### src/hdl/wuf_pkg.sv
`timescale 1ns / 1ps

package wuf_pkg;

  // Node index fields on the stream ports
  localparam int unsigned NodeW = 10;

  // Byte-padded stream widths
  localparam int unsigned SDataW = 24;
  localparam int unsigned MDataW = 24;

  // One finished result, handed from the sequencer to the output register
  typedef struct packed {
    logic             valid;
    logic             merged;
    logic [NodeW-1:0] echo_first;
    logic [NodeW-1:0] echo_second;
  } res_t;

endpackage

### src/hdl/wuf_ctrl.sv
`timescale 1ns / 1ps

module wuf_ctrl #(
  parameter int unsigned NODE_COUNT = 1024,
  parameter int unsigned IDX_W      = 10,
  parameter int unsigned WGT_W      = 11
) (
  input  logic                      clk_i,
  input  logic                      rst_ni,
  // input item
  input  logic                      in_valid_i,
  output logic                      in_ready_o,
  input  logic [wuf_pkg::NodeW-1:0] first_i,
  input  logic [wuf_pkg::NodeW-1:0] second_i,
  // result
  output wuf_pkg::res_t             res_o,
  input  logic                      res_ready_i,
  // store
  output logic [IDX_W-1:0]          rd_addr_o,
  input  logic [IDX_W-1:0]          rd_par_i,
  input  logic [WGT_W-1:0]          rd_wgt_i,
  output logic [IDX_W-1:0]          wr_addr_o,
  output logic                      wr_par_en_o,
  output logic                      wr_wgt_en_o,
  output logic [IDX_W-1:0]          wr_par_o,
  output logic [WGT_W-1:0]          wr_wgt_o
);

  localparam logic [2:0] StInit  = 3'd0;
  localparam logic [2:0] StIdle  = 3'd1;
  localparam logic [2:0] StWalkA = 3'd2;
  localparam logic [2:0] StWalkB = 3'd3;
  localparam logic [2:0] StUpd   = 3'd4;
  localparam logic [2:0] StDone  = 3'd5;

  localparam logic [IDX_W-1:0] LastIdx = IDX_W'(NODE_COUNT - 1);

  logic [2:0]                state_q, state_d;
  logic [IDX_W-1:0]          cur_q, cur_d;     // walk pointer, sweep counter after reset
  logic [IDX_W-1:0]          ra_q, ra_d;
  logic [WGT_W-1:0]          wa_q, wa_d;
  logic [IDX_W-1:0]          tgt_q, tgt_d;
  logic [WGT_W-1:0]          sum_q, sum_d;
  logic                      merged_q, merged_d;
  logic [wuf_pkg::NodeW-1:0] a_q, a_d;
  logic [wuf_pkg::NodeW-1:0] b_q, b_d;
  logic                      in_range;
  logic                      at_root;

  assign in_range = (32'(first_i) < NODE_COUNT) && (32'(second_i) < NODE_COUNT);
  assign at_root  = (rd_par_i == cur_q);

  assign in_ready_o = (state_q == StIdle);

  always_comb begin
    state_d     = state_q;
    cur_d       = cur_q;
    ra_d        = ra_q;
    wa_d        = wa_q;
    tgt_d       = tgt_q;
    sum_d       = sum_q;
    merged_d    = merged_q;
    a_d         = a_q;
    b_d         = b_q;
    wr_addr_o   = cur_q;
    wr_par_en_o = 1'b0;
    wr_wgt_en_o = 1'b0;
    wr_par_o    = cur_q;
    wr_wgt_o    = WGT_W'(1);
    res_o       = '{valid: 1'b0, merged: merged_q, echo_first: a_q, echo_second: b_q};

    unique case (state_q)
      StInit: begin
        wr_par_en_o = 1'b1;
        wr_wgt_en_o = 1'b1;
        cur_d       = cur_q + 1'b1;
        if (cur_q == LastIdx) begin
          state_d = StIdle;
        end
      end
      StIdle: begin
        if (in_valid_i) begin
          a_d      = first_i;
          b_d      = second_i;
          merged_d = 1'b0;
          cur_d    = IDX_W'(first_i);
          state_d  = in_range ? StWalkA : StDone;
        end
      end
      StWalkA: begin
        if (at_root) begin
          ra_d    = cur_q;
          wa_d    = rd_wgt_i;
          cur_d   = IDX_W'(b_q);
          state_d = StWalkB;
        end else begin
          cur_d = rd_par_i;
        end
      end
      StWalkB: begin
        if (!at_root) begin
          cur_d = rd_par_i;
        end else if (cur_q == ra_q) begin
          state_d = StDone;
        end else begin
          // lighter root goes under heavier; tie keeps the first root on top
          wr_par_en_o = 1'b1;
          if (wa_q < rd_wgt_i) begin
            wr_addr_o = ra_q;
            wr_par_o  = cur_q;
            tgt_d     = cur_q;
          end else begin
            wr_addr_o = cur_q;
            wr_par_o  = ra_q;
            tgt_d     = ra_q;
          end
          sum_d    = wa_q + rd_wgt_i;
          merged_d = 1'b1;
          state_d  = StUpd;
        end
      end
      StUpd: begin
        wr_addr_o   = tgt_q;
        wr_wgt_en_o = 1'b1;
        wr_wgt_o    = sum_q;
        state_d     = StDone;
      end
      StDone: begin
        if (res_ready_i) begin
          res_o.valid = 1'b1;
          state_d     = StIdle;
        end
      end
      default: begin
        state_d = StIdle;
      end
    endcase
  end

  // read address follows the next walk pointer so data lines up with cur_q
  assign rd_addr_o = cur_d;

  always_ff @(posedge clk_i or negedge rst_ni) begin
    if (!rst_ni) begin
      state_q <= StInit;
      cur_q   <= '0;
    end else begin
      state_q <= state_d;
      cur_q   <= cur_d;
    end
  end

  always_ff @(posedge clk_i) begin
    ra_q     <= ra_d;
    wa_q     <= wa_d;
    tgt_q    <= tgt_d;
    sum_q    <= sum_d;
    merged_q <= merged_d;
    a_q      <= a_d;
    b_q      <= b_d;
  end

endmodule

### config.mk
export PLATFORM = sky130hd
export DESIGN_NAME = wuf_ctrl
export DESIGN_NICKNAME = d
export VERILOG_FILES = /design/src/hdl/wuf_pkg.sv /design/src/hdl/wuf_ctrl.sv
export SDC_FILE = /design/constraint.sdc
export NUM_CORES = 1
export LEC_CHECK = 0
export BUFFER_PORTS_ARGS = -buffer_cell sky130_fd_sc_hd__clkbuf_2
export CORE_MARGIN = 5
export CORE_UTILIZATION = 30
export CTS_BUF_LIST = sky130_fd_sc_hd__clkbuf_4 sky130_fd_sc_hd__clkbuf_8 sky130_fd_sc_hd__clkbuf_16
export DETAILED_ROUTE_END_ITERATION = 12
export RECOVER_POWER = 25
export SETUP_SLACK_MARGIN = 0.02
export SYNTH_ARGS = -nofsm -noshare
export SYNTH_HDL_FRONTEND = slang
export SYNTH_SLANG_ARGS = --single-unit
### constraint.sdc
create_clock -name clk_i -period 3.85 [get_ports clk_i]
set_input_delay 0 -clock clk_i [delete_from_list [all_inputs] [get_ports clk_i]]
set_output_delay 0 -clock clk_i [all_outputs]
set_load 0.03 [all_outputs]
==> impl_metrics.py, run 1 <==
metrics = {
    "setup_path": {
        "critPathLaunchType": "register",
        "critPathKind": "reg2out",
        "critPathMostFrequentCell": "nand4_2",
        "critical_path_buf_inv_count": 2,
        "critPathCaptureType": "output port",
        "max_stage_delay_ps": 640,
        "crit_required_ps": 3850,
        "crit_chain": "xnor2_2 -> nand4_2 -> nor3_4 -> nand4_2 -> inv_2 -> a22oi_4 -> a221o_1 -> clkbuf_2",
        "cp_slowest_cell": "dfrtp_1",
        "cp.arrival_ps": 3030,
        "critPathTopFamily": "buffers and inverters",
        "path_max_fanout": 22,
    },
    "power": {
        "power_w": 0.00304,
        "combPwrFrac_pct": 35.1,
        "switching_power_w": 0.00123,
        "p_leak_nw": 2.51,
        "p_int_w": 0.00181,
        "pwr-share-seq_pct": 37.8,
        "switching_share_pct": 40.4,
        "ir_drop_mv": 0.242,
        "p_clk_share_pct": 27.1,
        "cellPowerDensity_mw_per_mm2": 521,
    },
    "logic_synthesis": {
        "synth.distinct_cells": 58,
        "synth_nets": 484,
        "synth_top_area_share_pct": 41.4,
        "synthCells": 416,
        "yosys.area.top_type": "edfxtp_1",
        "ys.flop_type": "edfxtp_1",
        "avgSynthCellArea_um2": 11.0,
        "ys_ff_latch": 76,
        "ys_seq_area_share_pct": 48.6,
        "syn_area_mm2": 0.00456,
        "yosys-top-cells-area": "edfxtp_1 (41%), dfrtp_1 (7.1%), ha_1 (6.0%)",
        "yosysWarningCount": 0,
        "synth.most_common_cell": "edfxtp_1",
        "async_reset_ff_share_pct": 17.1,
        "synth_edf_count": 63,
        "synth_common_cells": "edfxtp_1 (63), nand2_1 (48), inv_1 (29)",
    },
    "sta": {
        "tightest_slew_ps": 864,
        "fin_ws_ps": 817,
        "final_hold_viol_count": 0,
        "setup_tns_ps": 0,
        "finalCritPeriodShare_pct": 78.8,
        "fmaxAchievable_mhz": 330,
        "period_minus_slack_ps": 3030,
        "slew_viol_final": 0,
        "rsz0062_at_grt": "false",
        "skew_ps": 9.89,
        "final-setup-viol-count": 0,
        "max_slew_margin_pct": 42.4,
    },
    "layout": {
        "diodes": 0,
        "layout-drive-gt1-share_pct": 22.3,
        "fin_util_pct": 38.7,
        "fin_cells": 743,
        "layout.nets": 618,
        "areaGrowthSynthToFinish_pct": 27.9,
    },
    "placed_design": {
        "post-place-ws_ps": 1190,
        "dp_hpwl_um": 9790,
        "numPlacedInstances": 695,
        "port_buffers": 110,
        "globalplace.congestion": 0.930,
    },
    "floorplanning": {
        "die_h_um": 133,
        "die_area_mm2": 0.0178,
        "num_rows": 45,
        "start_util_pct": 30.2,
        "core-area_mm2": 0.0151,
        "die_width_um": 133,
        "ios": 111,
    },
    "grt": {
        "grt_pass1_wl_um": 21100,
        "grt_overflow_total": 0,
        "antenna_found_initial": 0,
        "grt_max_degree": 43,
        "grt_usage_pct": 15.2,
        "grt_pass1_vias": 3807,
    },
    "routing": {
        "drtIter0Drc": 355,
        "avgViaCountPerCell": 5.04,
        "wirelength_um": 13300,
        "drtPass1Iterations": 6,
        "wire_per_inst_um": 18.0,
        "ant_nets": 0,
        "drc": 0,
        "vias": 3742,
    },
    "status": {
        "status": "finished clean",
    },
    "cts": {
        "clk_latency_ps": 340,
        "htreeDepth": 3,
        "clockBufferDepth": 2,
        "post_cts_resized": 0,
        "cts.sinks": 76,
        "clockRootBuffer": "clkbuf_16",
        "cts_buffers": 9,
        "cts_tree": "yes",
        "clkTransAtPathRegs_ps": 60,
    },
    "min_path": {
        "hold_path.class": "in2reg",
    },
    "job": {
        "cap_violations": 0,
    },
}
[cell type report]
cell class,count,area [um^2]
fill,1516,9250
sequential,76,2220
multi-input combinational,284,2100
timing repair buffer,148,886
clock buffer,12,260
tap,188,235
inverter,31,116
clock inverter,4,23.8
[logic make-up (layout without fill, tap and decap cells)]
| group | count (synthesis) | after routing | synth area share, % |
|---|---|---|---|
| buffers and inverters | 56 | 195 | 5.51 |
| adder cells (fa/ha/maj) | 23 | 23 | 6.47 |
| AND/OR/NAND/NOR | 133 | 133 | 15.8 |
| flip-flops | 76 | 76 | 48.6 |
| XOR/XNOR | 32 | 32 | 6.80 |
| multiplexers | 20 | 20 | 4.71 |
| AO/OA/AOI/OAI | 76 | 76 | 12.1 |
[final timing paths]
check	startpoint	endpoint	slack (ps)	cells past startpoint
worst max-delay path	cur_q[0]	wr_addr_o[5]	820	8
worst min-delay path	res_ready_i	state_q[2]	10	3
worst max register to register	state_q[1]	cur_q[6]	1390	6
worst min register to register	ra_q[5]	tgt_q[5]	640	2
max in group asynchronous	rst_ni	state_q[0]	3030	2
min in group asynchronous	rst_ni	cur_q[3]	290	2
[routing by layer]
layer / track usage (%) / routed length [um]
met1: 19.7 / 5930
met2: 24.1 / 6110
met3: 4.76 / 1040
met4: 5.20 / 256
met5: 0 / 0
[cells in the final DEF, fill, tap and decap left out, types with 5 or more instances in the layout]
| cell type | n |
|---|---|
| and3_1 | 23 |
| inv_1 | 29 |
| mux2i_1 | 8 |
| nor2_1 | 16 |
| buf_4 | 6 |
| mux2_1 | 12 |
| clkbuf_1 | 24 |
| nor2b_1 | 5 |
| xor2_1 | 12 |
| dfrtp_1 | 13 |
| nor3_1 | 7 |
| clkbuf_2 | 86 |
| a21oi_1 | 15 |
| o21ai_1 | 8 |
| xnor2_1 | 16 |
| a221o_1 | 12 |
| o21ai_0 | 9 |
| clkbuf_16 | 9 |
| ha_1 | 22 |
| dlygate4sd3_1 | 32 |
| nand2_1 | 48 |
| nand3_1 | 6 |
| edfxtp_1 | 63 |
[per-stage QoR]
stage	hold WS, ps	cell area (um^2)
after floorplan	-296	4560
after global placement	-66.0	5270
after detailed placement	-65.5	5270
after CTS	6.22	5870
after global routing	23.7	5840
final	10.3	5840
[worst register-to-register path, cell delays in order (launching register included)]
cell,delay (ps)
dfrtp_1,670
and2b_1,350
nand2_1,170
nor4_4,430
or2_1,330
a211oi_1,130
a21oi_1,270
[sequential cells by signal, indices dropped and copies added (netlist names)]
name      flops
sum_q        11
a_q          10
state_q       3
b_q          10
wa_q         11
tgt_q        10
cur_q        10
ra_q         10
merged_q      1
[power by group through the flow]
stage               combinational [W]  sequential (W)  clock, W
finish                        0.00107         0.00115  0.000825
global route                  0.00114         0.00117  0.000876
global placement              0.00103         0.00116         0
CTS                           0.00107         0.00115  0.000841
detailed placement            0.00104         0.00116         0
floorplan                    0.000880         0.00102         0
[repair_timing]
item                      4_1_cts  5_1_grt
buffers inserted                0        0
hold buffers                   32        0
hold endpoints to repair       46        0
Note: power is estimated with default switching activity, not from simulation.
==> run 2, diff against run 1 <==
clock period = 2.55 ns   (was 3.85 ns; I/O delays follow)
==> run 2 against run 1 <==
Against the previous run:
- the run now ends with setup timing left
- non-clock buffer count up 48
- worst hold slack about the same
- sequential power grew 43%
- final area rose by 14%
- first-iteration DRC count shrank 21%
- via count up 6.4%
- count of clock-buffer cells in the layout decreased by 2
- sequential share of layout area down 4.5 points
- register-to-register slack worse by 1100 ps
- highest routed layer unchanged
==> impl_metrics.py, run 2 (synthesis results as in run 1) <==
metrics = {
    "setup_path": {
        "critPathCaptureType": "output port",
        "cp_slowest_cell": "edfxtp_1",
        "path_max_fanout": 5,
        "critical_path_buf_inv_count": 2,
        "cp.arrival_ps": 2580,
        "critPathTopFamily": "compound AO/OA/AOI/OAI gates",
        "max_stage_delay_ps": 440,
        "crit_chain": "ha_4 -> a21oi_2 -> o21ai_2 -> a221oi_4 -> o21a_1 -> a22oi_4 -> buf_6 -> a221o_1 -> clkbuf_8",
        "critPathLaunchType": "register",
        "crit_required_ps": 2550,
        "critPathKind": "reg2out",
    },
    "sta": {
        "finalCritPeriodShare_pct": 101,
        "slew_viol_final": 0,
        "final-setup-viol-count": 10,
        "fmaxAchievable_mhz": 388,
        "holdWs_ps": 10.5,
        "period_minus_slack_ps": 2580,
        "final_hold_viol_count": 0,
        "max_slew_margin_pct": 37.9,
        "tightest_slew_ps": 932,
        "skew_ps": 5.19,
        "rsz0062_at_grt": "true",
        "fin_ws_ps": -28.6,
    },
    "status": {
        "violations": "setup timing",
        "status": "complete, but fails checks",
    },
    "layout": {
        "final_cell_mix": "clkbuf_2 (67), edfxtp_1 (63), buf_4 (50)",
        "fill_cells": 1404,
        "layout.nets": 667,
        "top_regs": "sum_q x11, wa_q x11",
        "mostFrequentLayoutCell": "clkbuf_2",
        "layout-drive-gt1-share_pct": 34.8,
        "areaGrowthSynthToFinish_pct": 45.8,
        "fin_util_pct": 44.1,
        "diodes": 0,
        "stdcell_area_mm2": 0.00666,
    },
    "floorplanning": {
        "core-area_mm2": 0.0151,
        "die_h_um": 133,
        "ios": 111,
        "die_area_mm2": 0.0178,
        "die_width_um": 133,
        "start_util_pct": 30.2,
        "num_rows": 45,
    },
    "grt": {
        "grt_usage_pct": 15.8,
        "grt_pass1_vias": 4080,
        "grt_overflow_total": 0,
        "antenna_found_initial": 0,
        "grt_pass1_wl_um": 22100,
        "grt_max_degree": 43,
    },
    "job": {
        "cap_violations": 0,
    },
    "power": {
        "p_leak_nw": 2.87,
        "ir_drop_mv": 0.377,
        "power_w": 0.00515,
        "cellPowerDensity_mw_per_mm2": 774,
    },
    "cts": {
        "htreeDepth": 3,
        "cts_tree": "yes",
        "clk_latency_ps": 340,
        "clockBufferDepth": 2,
        "cts.sinks": 76,
        "clockRootBuffer": "clkbuf_16",
        "cts_buffers": 9,
        "clkTransAtPathRegs_ps": 60,
    },
    "routing": {
        "ant_nets": 0,
        "wire_per_inst_um": 17.9,
        "avgViaCountPerCell": 5.03,
        "drtPass1Iterations": 5,
        "vias": 3980,
        "drtIter0Drc": 281,
        "drc": 0,
        "wirelength_um": 14200,
    },
    "min_path": {
        "hold_path.class": "in2reg",
    },
    "placed_design": {
        "dpl_cell_area_mm2": 0.00546,
        "dp_hpwl_um": 10300,
        "post-place-ws_ps": 21.0,
        "globalplace.congestion": 0.881,
        "port_buffers": 110,
    },
}
[run 2: layout make-up]
class,count,area [um^2],area share [%]
clock buffer,10,233,3.50
clock inverter,6,78.8,1.18
inverter,31,119,1.79
multi-input combinational,285,2390,35.8
sequential,76,2220,33.4
tap,188,235,3.53
timing repair buffer,196,1380,20.7
[run 2: timing repair]
action / CTS / global route
hold buffers: 32 / 0
gates cloned: 1 / 0
endpoints found under the setup margin: 26 / 30
pin swaps: 19 / 12
setup buffers: 17 / 11
resized for setup: 58 / 31
hold endpoints to repair: 45 / 0
[run 2: path summary, 6_finish.rpt]
path / startpoint / endpoint / slack, ps / depth (start not counted)
setup / recovery: wa_q[6] / wr_addr_o[7] / -30 / 9
hold reg to reg: ra_q[5] / tgt_q[5] / 620 / 2
min in group asynchronous: rst_ni / cur_q[2] / 310 / 2
setup reg to reg: wa_q[1] / sum_q[9] / 250 / 6
hold / removal: res_ready_i / state_q[2] / 10 / 3
max in group asynchronous: rst_ni / cur_q[6] / 1610 / 2
[run 2: worst min-delay path, cell delays in order]
cell      delay (ps)
clkbuf_2         100
a211oi_1          70
a21o_1           150
[run 2: metrics by stage]
step / cells / TNS, ps
final: 792 / -192
after detailed placement: 719 / 0
after floorplan: 416 / 0
after CTS: 781 / -56.1
after global placement: 719 / 0
after global routing: 792 / -1210
[run 2: power breakdown]
| group | internal, W | total, W | switching, W |
|---|---|---|---|
| Clock | 0.000859 | 0.00136 | 0.000505 |
| Sequential | 0.00147 | 0.00164 | 0.000170 |
| Combinational | 0.000882 | 0.00215 | 0.00126 |
| Total | 0.00321 | 0.00515 | 0.00194 |
[run 2: per-layer routing]
| metal | global-route usage [%] | vias to the layer above | wire (um) |
|---|---|---|---|
| met5 | 0 | - | 0 |
| met2 | 26.6 | 133 | 6840 |
| met1 | 19.9 | 1944 | 6050 |
| li1 | - | 1880 | - |
| met3 | 3.17 | 23 | 931 |
| met4 | 6.46 | 0 | 366 |
